### src/rtl/slsfp_pkg.sv
// ----------------------------------------------------------------------------
// slsfp_pkg
// Shared constants, controller state encoding and control/status bundles
// for the sync/length/sum frame parser.
// ----------------------------------------------------------------------------
`timescale 1ns / 1ps
`default_nettype none

package slsfp_pkg;

   // Default payload capacity
   localparam int MAX_PAYLOAD_DEF = 32;

   // Field widths
   localparam int BYTE_W  = 8;
   localparam int PLEN_W  = 6;
   localparam int INDEX_W = 5;

   // Reset value of the sync marker register
   localparam logic [BYTE_W-1:0] SYNC_RESET = 8'd170;

   // Controller states, one-hot
   typedef enum logic [6:0] {
      ST_WAIT      = 7'b0000001,
      ST_CMD       = 7'b0000010,
      ST_LEN       = 7'b0000100,
      ST_DATA      = 7'b0001000,
      ST_CHECK     = 7'b0010000,
      ST_EMIT_READ = 7'b0100000,
      ST_EMIT_SEND = 7'b1000000
   } state_type;

   // Commands from controller to datapath
   typedef struct packed {
      logic begin_frame;
      logic take_cmd;
      logic take_len;
      logic take_data;
      logic start_run;
      logic emit_read;
      logic emit_load;
   } cmd_type;

   // Status from datapath to controller
   typedef struct packed {
      logic rx_is_sync;
      logic len_too_big;
      logic len_zero;
      logic fill_done;
      logic sum_match;
      logic run_last;
      logic out_free;
   } status_type;

endpackage

`default_nettype wire

### src/rtl/slsfp_ctrl.sv
// ----------------------------------------------------------------------------
// slsfp_ctrl
// Frame parser controller: walks sync, command, length, payload and check
// phases, then sequences the result run out of the payload store.
// ----------------------------------------------------------------------------
`timescale 1ns / 1ps
`default_nettype none

module slsfp_ctrl (
   input  wire                      clock,
   input  wire                      reset,
   input  wire                      req_valid,
   output logic                     req_stall,
   input  slsfp_pkg::status_type    sts,
   output slsfp_pkg::cmd_type       cmd
);

   slsfp_pkg::state_type state_ff;
   slsfp_pkg::state_type state_in;
   logic                 in_fire;

   // Hold off input while the result run is going out
   assign req_stall = (state_ff == slsfp_pkg::ST_EMIT_READ) ||
                      (state_ff == slsfp_pkg::ST_EMIT_SEND);
   assign in_fire   = req_valid && !req_stall;

   // Next state and commands
   always_comb begin
      state_in = state_ff;
      cmd      = '0;
      case (state_ff)
         slsfp_pkg::ST_WAIT: begin
            if (in_fire && sts.rx_is_sync) begin
               cmd.begin_frame = 1'b1;
               state_in        = slsfp_pkg::ST_CMD;
            end
         end
         slsfp_pkg::ST_CMD: begin
            if (in_fire) begin
               cmd.take_cmd = 1'b1;
               state_in     = slsfp_pkg::ST_LEN;
            end
         end
         slsfp_pkg::ST_LEN: begin
            if (in_fire) begin
               if (sts.len_too_big) begin
                  state_in = slsfp_pkg::ST_WAIT;
               end else begin
                  cmd.take_len = 1'b1;
                  state_in     = sts.len_zero ? slsfp_pkg::ST_CHECK : slsfp_pkg::ST_DATA;
               end
            end
         end
         slsfp_pkg::ST_DATA: begin
            if (in_fire) begin
               cmd.take_data = 1'b1;
               if (sts.fill_done) begin
                  state_in = slsfp_pkg::ST_CHECK;
               end
            end
         end
         slsfp_pkg::ST_CHECK: begin
            if (in_fire) begin
               if (sts.sum_match) begin
                  cmd.start_run = 1'b1;
                  state_in      = slsfp_pkg::ST_EMIT_READ;
               end else if (sts.rx_is_sync) begin
                  cmd.begin_frame = 1'b1;
                  state_in        = slsfp_pkg::ST_CMD;
               end else begin
                  state_in = slsfp_pkg::ST_WAIT;
               end
            end
         end
         slsfp_pkg::ST_EMIT_READ: begin
            cmd.emit_read = 1'b1;
            state_in      = slsfp_pkg::ST_EMIT_SEND;
         end
         slsfp_pkg::ST_EMIT_SEND: begin
            if (sts.out_free) begin
               cmd.emit_load = 1'b1;
               state_in      = sts.run_last ? slsfp_pkg::ST_WAIT : slsfp_pkg::ST_EMIT_READ;
            end
         end
         default: begin
            state_in = slsfp_pkg::ST_WAIT;
         end
      endcase
   end

   // State register
   always_ff @(posedge clock) begin
      if (reset) begin
         state_ff <= slsfp_pkg::ST_WAIT;
      end else begin
         state_ff <= state_in;
      end
   end

endmodule

`default_nettype wire

### src/rtl/slsfp_datapath.sv
// ----------------------------------------------------------------------------
// slsfp_datapath
// Frame parser datapath: sync register, frame header registers, running
// sum, payload store and the result output register.
// ----------------------------------------------------------------------------
`timescale 1ns / 1ps
`default_nettype none

module slsfp_datapath #(
   parameter int MAX_PAYLOAD = slsfp_pkg::MAX_PAYLOAD_DEF
) (
   input  wire                                 clock,
   input  wire                                 reset,
   input  wire                                 csr_write_enable,
   input  wire  [slsfp_pkg::BYTE_W-1:0]        csr_write_data,
   input  wire  [slsfp_pkg::BYTE_W-1:0]        req_rx_byte,
   input  slsfp_pkg::cmd_type                  cmd,
   output slsfp_pkg::status_type               sts,
   input  wire                                 rsp_stall,
   output logic                                rsp_valid,
   output logic [slsfp_pkg::BYTE_W-1:0]        rsp_command,
   output logic [slsfp_pkg::PLEN_W-1:0]        rsp_frame_length,
   output logic                                rsp_has_payload,
   output logic [slsfp_pkg::BYTE_W-1:0]        rsp_data_byte,
   output logic [slsfp_pkg::INDEX_W-1:0]       rsp_byte_index,
   output logic                                rsp_last
);

   localparam int LEN_W  = $clog2(MAX_PAYLOAD + 1);
   localparam int ADDR_W = (MAX_PAYLOAD > 1) ? $clog2(MAX_PAYLOAD) : 1;

   logic [slsfp_pkg::BYTE_W-1:0]  sync_ff;
   logic [slsfp_pkg::BYTE_W-1:0]  sum_ff;
   logic [slsfp_pkg::BYTE_W-1:0]  command_ff;
   logic [LEN_W-1:0]              length_ff;
   logic [LEN_W-1:0]              fill_ff;
   logic [LEN_W-1:0]              rd_ptr_ff;
   logic [slsfp_pkg::BYTE_W-1:0]  rd_data_ff;
   logic [slsfp_pkg::BYTE_W-1:0]  payload_mem [MAX_PAYLOAD];

   logic                          out_valid_ff;
   logic [slsfp_pkg::BYTE_W-1:0]  out_command_ff;
   logic [slsfp_pkg::PLEN_W-1:0]  out_length_ff;
   logic                          out_has_ff;
   logic [slsfp_pkg::BYTE_W-1:0]  out_data_ff;
   logic [slsfp_pkg::INDEX_W-1:0] out_index_ff;
   logic                          out_last_ff;

   logic [LEN_W:0]                fill_next;
   logic [LEN_W:0]                ptr_next;
   logic                          run_empty;
   logic [LEN_W+slsfp_pkg::INDEX_W-1:0] ptr_ext;
   logic [LEN_W+slsfp_pkg::PLEN_W-1:0]  len_ext;

   // Status toward the controller
   assign fill_next       = {1'b0, fill_ff} + 1'b1;
   assign ptr_next        = {1'b0, rd_ptr_ff} + 1'b1;
   assign run_empty       = (length_ff == '0);
   assign sts.rx_is_sync  = (req_rx_byte == sync_ff);
   assign sts.len_too_big = (req_rx_byte > slsfp_pkg::BYTE_W'(MAX_PAYLOAD));
   assign sts.len_zero    = (req_rx_byte == '0);
   assign sts.fill_done   = (fill_next >= {1'b0, length_ff});
   assign sts.sum_match   = (req_rx_byte == sum_ff);
   assign sts.run_last    = run_empty || (ptr_next == {1'b0, length_ff});
   assign sts.out_free    = !out_valid_ff || !rsp_stall;

   // Sync marker register
   always_ff @(posedge clock) begin
      if (reset) begin
         sync_ff <= slsfp_pkg::SYNC_RESET;
      end else if (csr_write_enable) begin
         sync_ff <= csr_write_data;
      end
   end

   // Frame header, fill position and running sum
   always_ff @(posedge clock) begin
      if (reset) begin
         sum_ff     <= '0;
         command_ff <= '0;
         length_ff  <= '0;
         fill_ff    <= '0;
      end else begin
         if (cmd.begin_frame) begin
            sum_ff     <= sync_ff;
            command_ff <= '0;
            length_ff  <= '0;
            fill_ff    <= '0;
         end
         if (cmd.take_cmd) begin
            command_ff <= req_rx_byte;
            sum_ff     <= sum_ff + req_rx_byte;
         end
         if (cmd.take_len) begin
            length_ff <= req_rx_byte[LEN_W-1:0];
            fill_ff   <= '0;
            sum_ff    <= sum_ff + req_rx_byte;
         end
         if (cmd.take_data) begin
            fill_ff <= fill_next[LEN_W-1:0];
            sum_ff  <= sum_ff + req_rx_byte;
         end
      end
   end

   // Payload store: write while filling, registered read during the run
   always_ff @(posedge clock) begin
      if (cmd.take_data) begin
         payload_mem[fill_ff[ADDR_W-1:0]] <= req_rx_byte;
      end
      if (cmd.emit_read) begin
         rd_data_ff <= payload_mem[rd_ptr_ff[ADDR_W-1:0]];
      end
   end

   // Run read pointer
   always_ff @(posedge clock) begin
      if (reset) begin
         rd_ptr_ff <= '0;
      end else if (cmd.start_run) begin
         rd_ptr_ff <= '0;
      end else if (cmd.emit_load) begin
         rd_ptr_ff <= ptr_next[LEN_W-1:0];
      end
   end

   // Fit run pointer and length into the result field widths
   assign ptr_ext = {{slsfp_pkg::INDEX_W{1'b0}}, rd_ptr_ff};
   assign len_ext = {{slsfp_pkg::PLEN_W{1'b0}}, length_ff};

   // Result output register: load a result, drop it once transferred
   always_ff @(posedge clock) begin
      if (reset) begin
         out_valid_ff <= 1'b0;
      end else if (cmd.emit_load) begin
         out_valid_ff <= 1'b1;
      end else if (!rsp_stall) begin
         out_valid_ff <= 1'b0;
      end
   end

   always_ff @(posedge clock) begin
      if (cmd.emit_load) begin
         out_command_ff <= command_ff;
         out_length_ff  <= len_ext[slsfp_pkg::PLEN_W-1:0];
         out_has_ff     <= !run_empty;
         out_data_ff    <= run_empty ? '0 : rd_data_ff;
         out_index_ff   <= ptr_ext[slsfp_pkg::INDEX_W-1:0];
         out_last_ff    <= sts.run_last;
      end
   end

   assign rsp_valid          = out_valid_ff;
   assign rsp_command        = out_command_ff;
   assign rsp_frame_length   = out_length_ff;
   assign rsp_has_payload    = out_has_ff;
   assign rsp_data_byte      = out_data_ff;
   assign rsp_byte_index     = out_index_ff;
   assign rsp_last           = out_last_ff;

endmodule

`default_nettype wire

### src/rtl/sync_length_sum_frame_parser_unit.sv
// After the check byte transfer, a good frame's first result takes the store read state,
// then the output register load state, which waits while a stalled result is held.
// Throughput: one byte per cycle while parsing; a good frame then emits its run one result
// at a time, each a store read then an output load, input held; rsp_stall stretches it.
// Reset: synchronous, clears the controller, header registers, sum and output valid;
// the payload store is not cleared and needs no clearing pass.
// ----------------------------------------------------------------------------
// sync_length_sum_frame_parser_unit
// Frame parser for sync/command/length/payload/check streams with an 8-bit
// wrapping sum check; one result per payload byte of a good frame, one if it is empty.
// ----------------------------------------------------------------------------
`timescale 1ns / 1ps
`default_nettype none

module sync_length_sum_frame_parser_unit #(
   parameter int MAX_PAYLOAD = slsfp_pkg::MAX_PAYLOAD_DEF
) (
   input  wire                                 clock,
   input  wire                                 reset,
   input  wire                                 csr_write_enable,
   input  wire  [slsfp_pkg::BYTE_W-1:0]        csr_write_data,
   input  wire                                 req_valid,
   output logic                                req_stall,
   input  wire  [slsfp_pkg::BYTE_W-1:0]        req_rx_byte,
   output logic                                rsp_valid,
   input  wire                                 rsp_stall,
   output logic [slsfp_pkg::BYTE_W-1:0]        rsp_command,
   output logic [slsfp_pkg::PLEN_W-1:0]        rsp_frame_length,
   output logic                                rsp_has_payload,
   output logic [slsfp_pkg::BYTE_W-1:0]        rsp_data_byte,
   output logic [slsfp_pkg::INDEX_W-1:0]       rsp_byte_index,
   output logic                                rsp_last
);

   slsfp_pkg::cmd_type    cmd;
   slsfp_pkg::status_type sts;

   // Phase sequencing
   slsfp_ctrl u_ctrl (
      .clock     (clock),
      .reset     (reset),
      .req_valid (req_valid),
      .req_stall (req_stall),
      .sts       (sts),
      .cmd       (cmd)
   );

   // Storage, sum and result register
   slsfp_datapath #(
      .MAX_PAYLOAD (MAX_PAYLOAD)
   ) u_datapath (
      .clock              (clock),
      .reset              (reset),
      .csr_write_enable   (csr_write_enable),
      .csr_write_data     (csr_write_data),
      .req_rx_byte        (req_rx_byte),
      .cmd                (cmd),
      .sts                (sts),
      .rsp_stall          (rsp_stall),
      .rsp_valid          (rsp_valid),
      .rsp_command        (rsp_command),
      .rsp_frame_length   (rsp_frame_length),
      .rsp_has_payload    (rsp_has_payload),
      .rsp_data_byte      (rsp_data_byte),
      .rsp_byte_index     (rsp_byte_index),
      .rsp_last           (rsp_last)
   );

endmodule

`default_nettype wire

### config.mk
export PLATFORM = sky130hd
export DESIGN_NAME = sync_length_sum_frame_parser_unit
export DESIGN_NICKNAME = d
export VERILOG_FILES = /design/src/rtl/slsfp_pkg.sv /design/src/rtl/slsfp_ctrl.sv /design/src/rtl/slsfp_datapath.sv /design/src/rtl/sync_length_sum_frame_parser_unit.sv
export SDC_FILE = /design/constraint.sdc
export NUM_CORES = 1
export LEC_CHECK = 0
export ABC_AREA = 1
export BUFFER_PORTS_ARGS = -buffer_cell sky130_fd_sc_hd__buf_2
export CORE_ASPECT_RATIO = 0.9
export CORE_MARGIN = 2
export CORE_UTILIZATION = 64
export CTS_BUF_LIST = sky130_fd_sc_hd__clkbuf_8
export CTS_CLUSTER_DIAMETER = 120
export DETAILED_ROUTE_END_ITERATION = 8
export GPL_TIMING_DRIVEN = 0
export PLACE_DENSITY = 0.87
export SYNTH_ARGS = -nofsm -noshare
export SYNTH_HDL_FRONTEND = slang
export SYNTH_SLANG_ARGS = --single-unit
### constraint.sdc
create_clock -name clock -period 3.3 [get_ports clock]
set_input_delay 0.165 -clock clock [delete_from_list [all_inputs] [get_ports clock]]
set_output_delay 0.165 -clock clock [all_outputs]
set_load 0.01 [all_outputs]
==> load_flow_metrics.sql, run 1 <==
INSERT INTO impl_metrics (metric_group, metric, value, unit) VALUES
('global_route', 'grt.overflow.total', '0', ''),
('global_route', 'grt_usage', '35.67', '%'),
('floorplan', 'rows', '52', ''),
('yosys', 'synth.area.top_cells', 'sky130_fd_sc_hd__edfxtp_1 (60%), sky130_fd_sc_hd__dfxtp_1 (6.9%), sky130_fd_sc_hd__o21ai_0 (5.4%)', ''),
('global_route', 'vias_in_the_first_global_route', '10835', ''),
('clock_network', 'clockRootBuffer', 'sky130_fd_sc_hd__clkbuf_8', ''),
('global_route', 'grt_first_pass_wirelength', '62660', 'um'),
('place', 'placement.io_buffers', '49', ''),
('final_layout', 'finish.net_count', '1472', ''),
('floorplan', 'floorplan.initialDensity', '65.02', '%'),
('floorplan', 'floorplan.die_area', '24030', 'sq um'),
('detailed_routing', 'drt_iter0_markers', '2399', ''),
('yosys', 'ys_ff_latch', '343', ''),
('setup_path', 'crit_required', '3650', 'ps'),
('place', 'place_inst', '1662', ''),
('timing', 'minimum_clock_period', '2984', 'ps'),
('detailed_routing', 'ant_nets', '0', ''),
('power_and_ir_drop', 'power.leakage', '5.915', 'nW'),
('detailed_routing', 'wl_met3', '6054', 'um'),
('clock_network', 'cts_resized', '0', ''),
('yosys', 'number_of_flops_mapped_to_enable_cells_by_yosys', '293', ''),
('setup_path', 'worstSetupEndpointType', 'flop', ''),
('yosys', 'synth_area_per_cell', '11.10', 'sq um'),
('timing', 'timing.final.hold_violations', '0', ''),
('floorplan', 'design.portCount', '52', ''),
('clock_network', 'ctsLongestPathBuffers', '3', ''),
('timing', 'report.final.slew_viol_count', '0', ''),
('yosys', 'yosysSeqAreaShare', '67.15', '%'),
('detailed_routing', 'drt_drc_violations_left', '0', ''),
('setup_path', 'worstSetupStartpointType', 'flop', ''),
('timing', 'setup_viol', '0', ''),
('clock_network', 'clk_transition_reported_paths', '70', 'ps'),
('power_and_ir_drop', 'design_power_total', '0.009030', 'W'),
('detailed_routing', 'detail_route.first_pass.iterations', '8', ''),
('final_layout', 'mostFrequentLayoutCells', 'sky130_fd_sc_hd__edfxtp_1 (293), sky130_fd_sc_hd__nor2_1 (208), sky130_fd_sc_hd__nand2_1 (179)', ''),
('power_and_ir_drop', 'max-vdd-ir-drop', '273.8', 'uV'),
('setup_path', 'critical_path_buf_inv_count', '3', ''),
('setup_path', 'worstSetupPathType', 'reg2reg', ''),
('timing', 'tightestPinTransition', '1085', 'ps'),
('timing', 'fin_skew', '46.03', 'ps'),
('setup_path', 'critPathArrivalTime', '3330', 'ps'),
('timing', 'unrepaired_setup_endpoints_after_global_routing', 'no', ''),
('yosys', 'netlist.top_cell.by_area', 'sky130_fd_sc_hd__edfxtp_1', ''),
('floorplan', 'dieWidth', '163.2', 'um'),
('final_layout', 'area_growth', '11.87', '%'),
('status', 'run_status', 'complete, no violations', ''),
('detailed_routing', 'wire_per_inst', '24.08', 'um'),
('detailed_routing', 'via_count', '11426', ''),
('detailed_routing', 'wire_length_reported_by_the_detailed_router', '42640', 'um'),
('setup_path', 'cp_max_fo', '10', ''),
('timing', 'min_period_over_period', '90.43', '%'),
('yosys', 'postSynthNetCount', '1355', ''),
('final_layout', 'antenna_cells', '0', ''),
('floorplan', 'die_height', '147.3', 'um'),
('yosys', 'synthesis.yosys.warnings', '0', ''),
('timing', 'whs', '28.75', 'ps'),
('yosys', 'synth_async_sr_flop_share', '0', '%'),
('final_layout', 'layoutNonFillerInstCount', '1771', ''),
('yosys', 'post_synth_instance_area', '14590', 'sq um'),
('detailed_routing', 'met2_wirelength', '19020', 'um'),
('yosys', 'netlist-cell-type-count', '41', ''),
('final_layout', 'layout_cells_sized_above_1', '11.94', '%'),
('clock_network', 'cts_buffers', '52', ''),
('global_route', 'antenna_found_initial', '1', ''),
('floorplan', 'core-area', '22450', 'sq um'),
('detailed_routing', 'highest_layer', 'met4', ''),
('power_and_ir_drop', 'power.density', '553.1', 'nW/um^2'),
('clock_network', 'tritoncts', 'built', ''),
('yosys', 'synth_top_flop_cell', 'sky130_fd_sc_hd__edfxtp_1', ''),
('clock_network', 'post_cts_setup_buffers', '0', ''),
('final_layout', 'layout.cells.most_common', 'sky130_fd_sc_hd__edfxtp_1', '');
-- cells by family after synthesis --
group | count (synthesis) | synth area share (%)
compound gates | 293 | 11.70
xor+xnor | 9 | 0.5402
fa+ha+maj | 19 | 1.680
buf+inv | 149 | 4.141
flops | 343 | 67.15
simple gates | 502 | 14.79
-- metal layers --
layer	global-route usage, %	vias up
li1	-	4926
met1	48.43	5290
met2	54.03	1013
met3	8.922	197
met4	18.14	0
met5	0	-
-- state kept, by name, summed over array words and instances (netlist names) --
| name | flops |
|---|---|
| u_datapath.rd_ptr_ff | 6 |
| u_datapath.sum_ff | 8 |
| u_datapath.rd_data_ff | 8 |
| u_datapath.fill_ff | 6 |
| u_datapath.command_ff | 8 |
| u_datapath.rsp_command | 8 |
| u_datapath.length_ff | 6 |
| u_ctrl.state_ff | 7 |
| u_datapath.rsp_has_payload | 1 |
| u_datapath.rsp_valid | 1 |
| u_datapath.rsp_last | 1 |
| u_datapath.rsp_frame_length | 6 |
| u_datapath.sync_ff | 8 |
| u_datapath.payload_mem | 256 |
| u_datapath.rsp_byte_index | 5 |
| u_datapath.rsp_data_byte | 8 |
-- worst reg2reg max path, cell delays in order, from the launching register on --
cell                       delay, ps
sky130_fd_sc_hd__dfxtp_1         390
sky130_fd_sc_hd__inv_1           110
sky130_fd_sc_hd__buf_2           260
sky130_fd_sc_hd__clkbuf_1        660
sky130_fd_sc_hd__o21ai_0         250
sky130_fd_sc_hd__o22ai_1         300
sky130_fd_sc_hd__nand2_1         100
sky130_fd_sc_hd__a21oi_1         180
sky130_fd_sc_hd__nor3_1           60
sky130_fd_sc_hd__nor2_1          410
-- area by class of cell --
cell class | instances | area (sq um)
Sequential cell | 343 | 9799
Fill cell | 1458 | 6120
Multi-Input combinational cell | 823 | 4193
Clock buffer | 53 | 729.5
Timing Repair Buffer | 63 | 390.4
Tap cell | 297 | 371.6
Inverter | 87 | 329.1
Buffer | 62 | 275.3
Clock inverter | 43 | 239.0
-- stage by stage --
step | setup WS (ps) | TNS (ps) | utilization [%]
finish | 315.7 | 0 | 72.74
global placement | -238.4 | -1031 | 67.76
detailed placement | 507.3 | 0 | 67.84
floorplan | 460.6 | 0 | -
CTS | 477.4 | 0 | 72.74
global route | 285.5 | 0 | 72.74
-- power by group --
group	total, W	switching (W)	internal (W)
combinational	0.000904	0.000666	0.000238
clock	0.00333	0.00167	0.00166
sequential	0.00480	0.0000365	0.00476
-- path summary, 6_finish.rpt --
kind                            startpoint                         to  slack (ps)  depth (start not counted)
setup reg to reg   u_datapath.rd_ptr_ff[1]   u_datapath.rd_data_ff[7]         320                          9
hold / removal                   req_valid         u_ctrl.state_ff[4]          30                          4
hold reg to reg   u_datapath.command_ff[5]  u_datapath.rsp_command[5]         450                          0
setup / recovery   u_datapath.rd_ptr_ff[1]   u_datapath.rd_data_ff[7]         320                          9
-- Yosys cell counts, types with 18 or more instances --
library cell               instances
sky130_fd_sc_hd__edfxtp_1        293
sky130_fd_sc_hd__inv_1            79
sky130_fd_sc_hd__a21oi_1          46
sky130_fd_sc_hd__ha_1             18
sky130_fd_sc_hd__nand2_1         179
sky130_fd_sc_hd__nand3_1          66
sky130_fd_sc_hd__dfxtp_1          50
sky130_fd_sc_hd__clkbuf_1         44
sky130_fd_sc_hd__o221ai_1         42
sky130_fd_sc_hd__o22ai_1          22
sky130_fd_sc_hd__o21ai_0         158
sky130_fd_sc_hd__nor2_1          209
-- repair_timing --
action                                  4_1_cts  5_1_grt
hold buffers                                 13        0
endpoints found under the hold margin         9        0
endpoints found under the setup margin        0        0
Power figures use the tool's default switching activity.
==> run 2: changes to the inputs <==
--- a/config.mk
+++ b/config.mk
@@ -15,6 +15,7 @@
 export DETAILED_ROUTE_END_ITERATION = 8
 export GPL_TIMING_DRIVEN = 0
 export PLACE_DENSITY = 0.87
+export SETUP_SLACK_MARGIN = 0.5
 export SYNTH_ARGS = -nofsm -noshare
 export SYNTH_HDL_FRONTEND = slang
 export SYNTH_SLANG_ARGS = --single-unit
==> run 2 against run 1 <==
  * Largest power group unchanged
  * Non-clock buffer count unchanged
  * Die area unchanged
  * Wire length shrank 1.8%
  * Sequential share of layout area shrank 0.21 points
  * Utilization rose by 0.26 points
==> load_flow_metrics.sql, run 2 (same netlist as run 1, synthesis figures left out) <==
INSERT INTO impl_metrics (metric_group, metric, value, unit) VALUES
('hold_path', 'worstHoldPathType', 'in2reg', ''),
('setup_path', 'cp_max_fo', '10', ''),
('setup_path', 'worstSetupEndpointType', 'flop', ''),
('timing', 'report.final.slew_viol_count', '0', ''),
('final_layout', 'ff_latch_area', '9799', 'sq um'),
('clock_network', 'cts.htree.levels', '2', ''),
('power_and_ir_drop', 'design_power_total', '0.008979', 'W'),
('global_route', 'antenna_found_initial', '3', ''),
('timing', 'maxClockFrequency', '342.0', 'MHz'),
('final_layout', 'mostFrequentLayoutCells', 'sky130_fd_sc_hd__edfxtp_1 (293), sky130_fd_sc_hd__nor2_1 (183), sky130_fd_sc_hd__nand2_1 (179)', ''),
('power_and_ir_drop', 'power.density', '548.0', 'nW/um^2'),
('final_layout', 'antenna_cells', '0', ''),
('clock_network', 'clockRootBuffer', 'sky130_fd_sc_hd__clkbuf_8', ''),
('floorplan', 'rows', '52', ''),
('final_layout', 'layout.cells.most_common', 'sky130_fd_sc_hd__edfxtp_1', ''),
('place', 'placement.io_buffers', '49', ''),
('power_and_ir_drop', 'max-vdd-ir-drop', '415.0', 'uV'),
('timing', 'setup_viol', '0', ''),
('clock_network', 'cts_buffers', '52', ''),
('place', 'post-dp-hpwl', '26400', 'um'),
('timing', 'tightestPinTransition', '960.2', 'ps'),
('final_layout', 'stdcell_area', '16380', 'sq um'),
('place', 'globalplace.congestion', '1.013', ''),
('floorplan', 'design.portCount', '52', ''),
('timing', 'minimum_clock_period', '2924', 'ps'),
('floorplan', 'floorplan.initialDensity', '65.02', '%'),
('detailed_routing', 'drt-vias-per-instance', '6.416', ''),
('timing', 'timing.final.hold_violations', '0', ''),
('floorplan', 'die_height', '147.3', 'um'),
('final_layout', 'area_growth', '12.27', '%'),
('clock_network', 'tritoncts', 'built', ''),
('detailed_routing', 'ant_nets', '0', ''),
('final_layout', 'multi_input_gate_area_in_the_final_layout', '4265', 'sq um'),
('status', 'run_status', 'complete, no violations', ''),
('global_route', 'grt.overflow.total', '0', ''),
('timing', 'fin_skew', '37.39', 'ps'),
('place', 'place_inst', '1661', ''),
('clock_network', 'cts.sinks', '343', ''),
('floorplan', 'floorplan.die_area', '24030', 'sq um'),
('timing', 'unrepaired_setup_endpoints_after_global_routing', 'yes', ''),
('global_route', 'grt_first_pass_wirelength', '62310', 'um'),
('floorplan', 'dieWidth', '163.2', 'um'),
('final_layout', 'layoutNonFillerInstCount', '1766', ''),
('power_and_ir_drop', 'power.leakage', '5.880', 'nW'),
('global_route', 'vias_in_the_first_global_route', '10967', ''),
('timing', 'min_period_over_period', '88.62', '%'),
('setup_path', 'worstSetupStartpointType', 'flop', ''),
('clock_network', 'clk_transition_reported_paths', '70', 'ps'),
('timing', 'whs', '65.94', 'ps'),
('clock_network', 'ctsLongestPathBuffers', '3', ''),
('timing', 'fin_tns_setup', '0', 'ps'),
('clock_network', 'post_cts_setup_buffers', '0', ''),
('detailed_routing', 'wire_length_reported_by_the_detailed_router', '41890', 'um'),
('timing', 'timing.max_slew.rel_slack', '35.31', '%'),
('detailed_routing', 'via_count', '11331', ''),
('setup_path', 'critPathArrivalTime', '3150', 'ps'),
('final_layout', 'finish.net_count', '1472', ''),
('detailed_routing', 'detail_route.first_pass.iterations', '9', ''),
('detailed_routing', 'drt_iter0_markers', '2107', ''),
('detailed_routing', 'drt_drc_violations_left', '0', ''),
('setup_path', 'worstSetupPathType', 'reg2reg', ''),
('final_layout', 'layout_cells_sized_above_1', '13.82', '%'),
('floorplan', 'core-area', '22450', 'sq um'),
('flow_run', 'max_cap_violations', '0', ''),
('global_route', 'largest_net_degree_at_the_start_of_global_routing', '40', ''),
('place', 'post_dp_cell_area', '15220', 'sq um'),
('detailed_routing', 'wire_per_inst', '23.72', 'um'),
('final_layout', 'largest_register_ff_count', '256', ''),
('clock_network', 'worstSkewPairLatency', '610', 'ps'),
('final_layout', 'fill_cells', '1440', ''),
('setup_path', 'crit_required', '3530', 'ps'),
('global_route', 'grt_usage', '35.23', '%');
run 2: layer usage:
layer | wire length, um | GRT usage (%)
met1 | 14440 | 46.19
met2 | 18770 | 53.57
met3 | 6140 | 10.16
met5 | 13 | 0
met4 | 2524 | 19.03
run 2: per-stage QoR:
step / setup slack (ps) / util, %
floorplan: 1081 / -
global placement: 585.8 / 67.78
detailed placement: 493.6 / 67.80
CTS: 489.8 / 72.74
global route: 325.0 / 72.99
finish: 375.7 / 72.99
run 2: final timing paths:
path	startpoint	to	slack [ps]	cells after the start
worst min-delay path	reset	u_datapath.rsp_valid	70	2
worst max-delay path	u_ctrl.state_ff[4]	u_datapath.payload_mem[0][3]	380	10
worst max register to register	u_ctrl.state_ff[4]	u_datapath.payload_mem[0][3]	380	10
worst min register to register	u_datapath.command_ff[7]	u_datapath.rsp_command[7]	420	0
run 2: cell type report:
type                       count  share of cell area (%)
sequential                   343                   59.81
buffer                        62                   1.680
clock buffer                  55                   4.620
tap                          297                   2.268
multi-input combinational    823                   26.03
timing repair buffer          63                   2.352
clock inverter                36                   1.229
inverter                      87                   2.008
run 2: critical path, cell delays in order (launching register included):
cell	delay, ps
sky130_fd_sc_hd__dfxtp_1	340
sky130_fd_sc_hd__inv_1	70
sky130_fd_sc_hd__nand2_2	110
sky130_fd_sc_hd__nor2_2	50
sky130_fd_sc_hd__nand2_2	150
sky130_fd_sc_hd__nand2_4	100
sky130_fd_sc_hd__nor2_8	170
sky130_fd_sc_hd__nand2_2	110
sky130_fd_sc_hd__clkinv_1	180
sky130_fd_sc_hd__nand2_1	430
sky130_fd_sc_hd__nor2_1	820
run 2: report_power, final:
part,switching [W],internal [W],leakage [nW]
Sequential,0.0000388,0.00476,3.02
Clock,0.00166,0.00163,0.549
Combinational,0.000658,0.000234,2.31
run 2: repair_timing:
item | in CTS | in global routing
endpoints found under the setup margin | 42 | 205
gates cloned | 0 | 0
hold buffers | 14 | 0
resized for setup | 4 | 22
hold endpoints to repair | 10 | 0
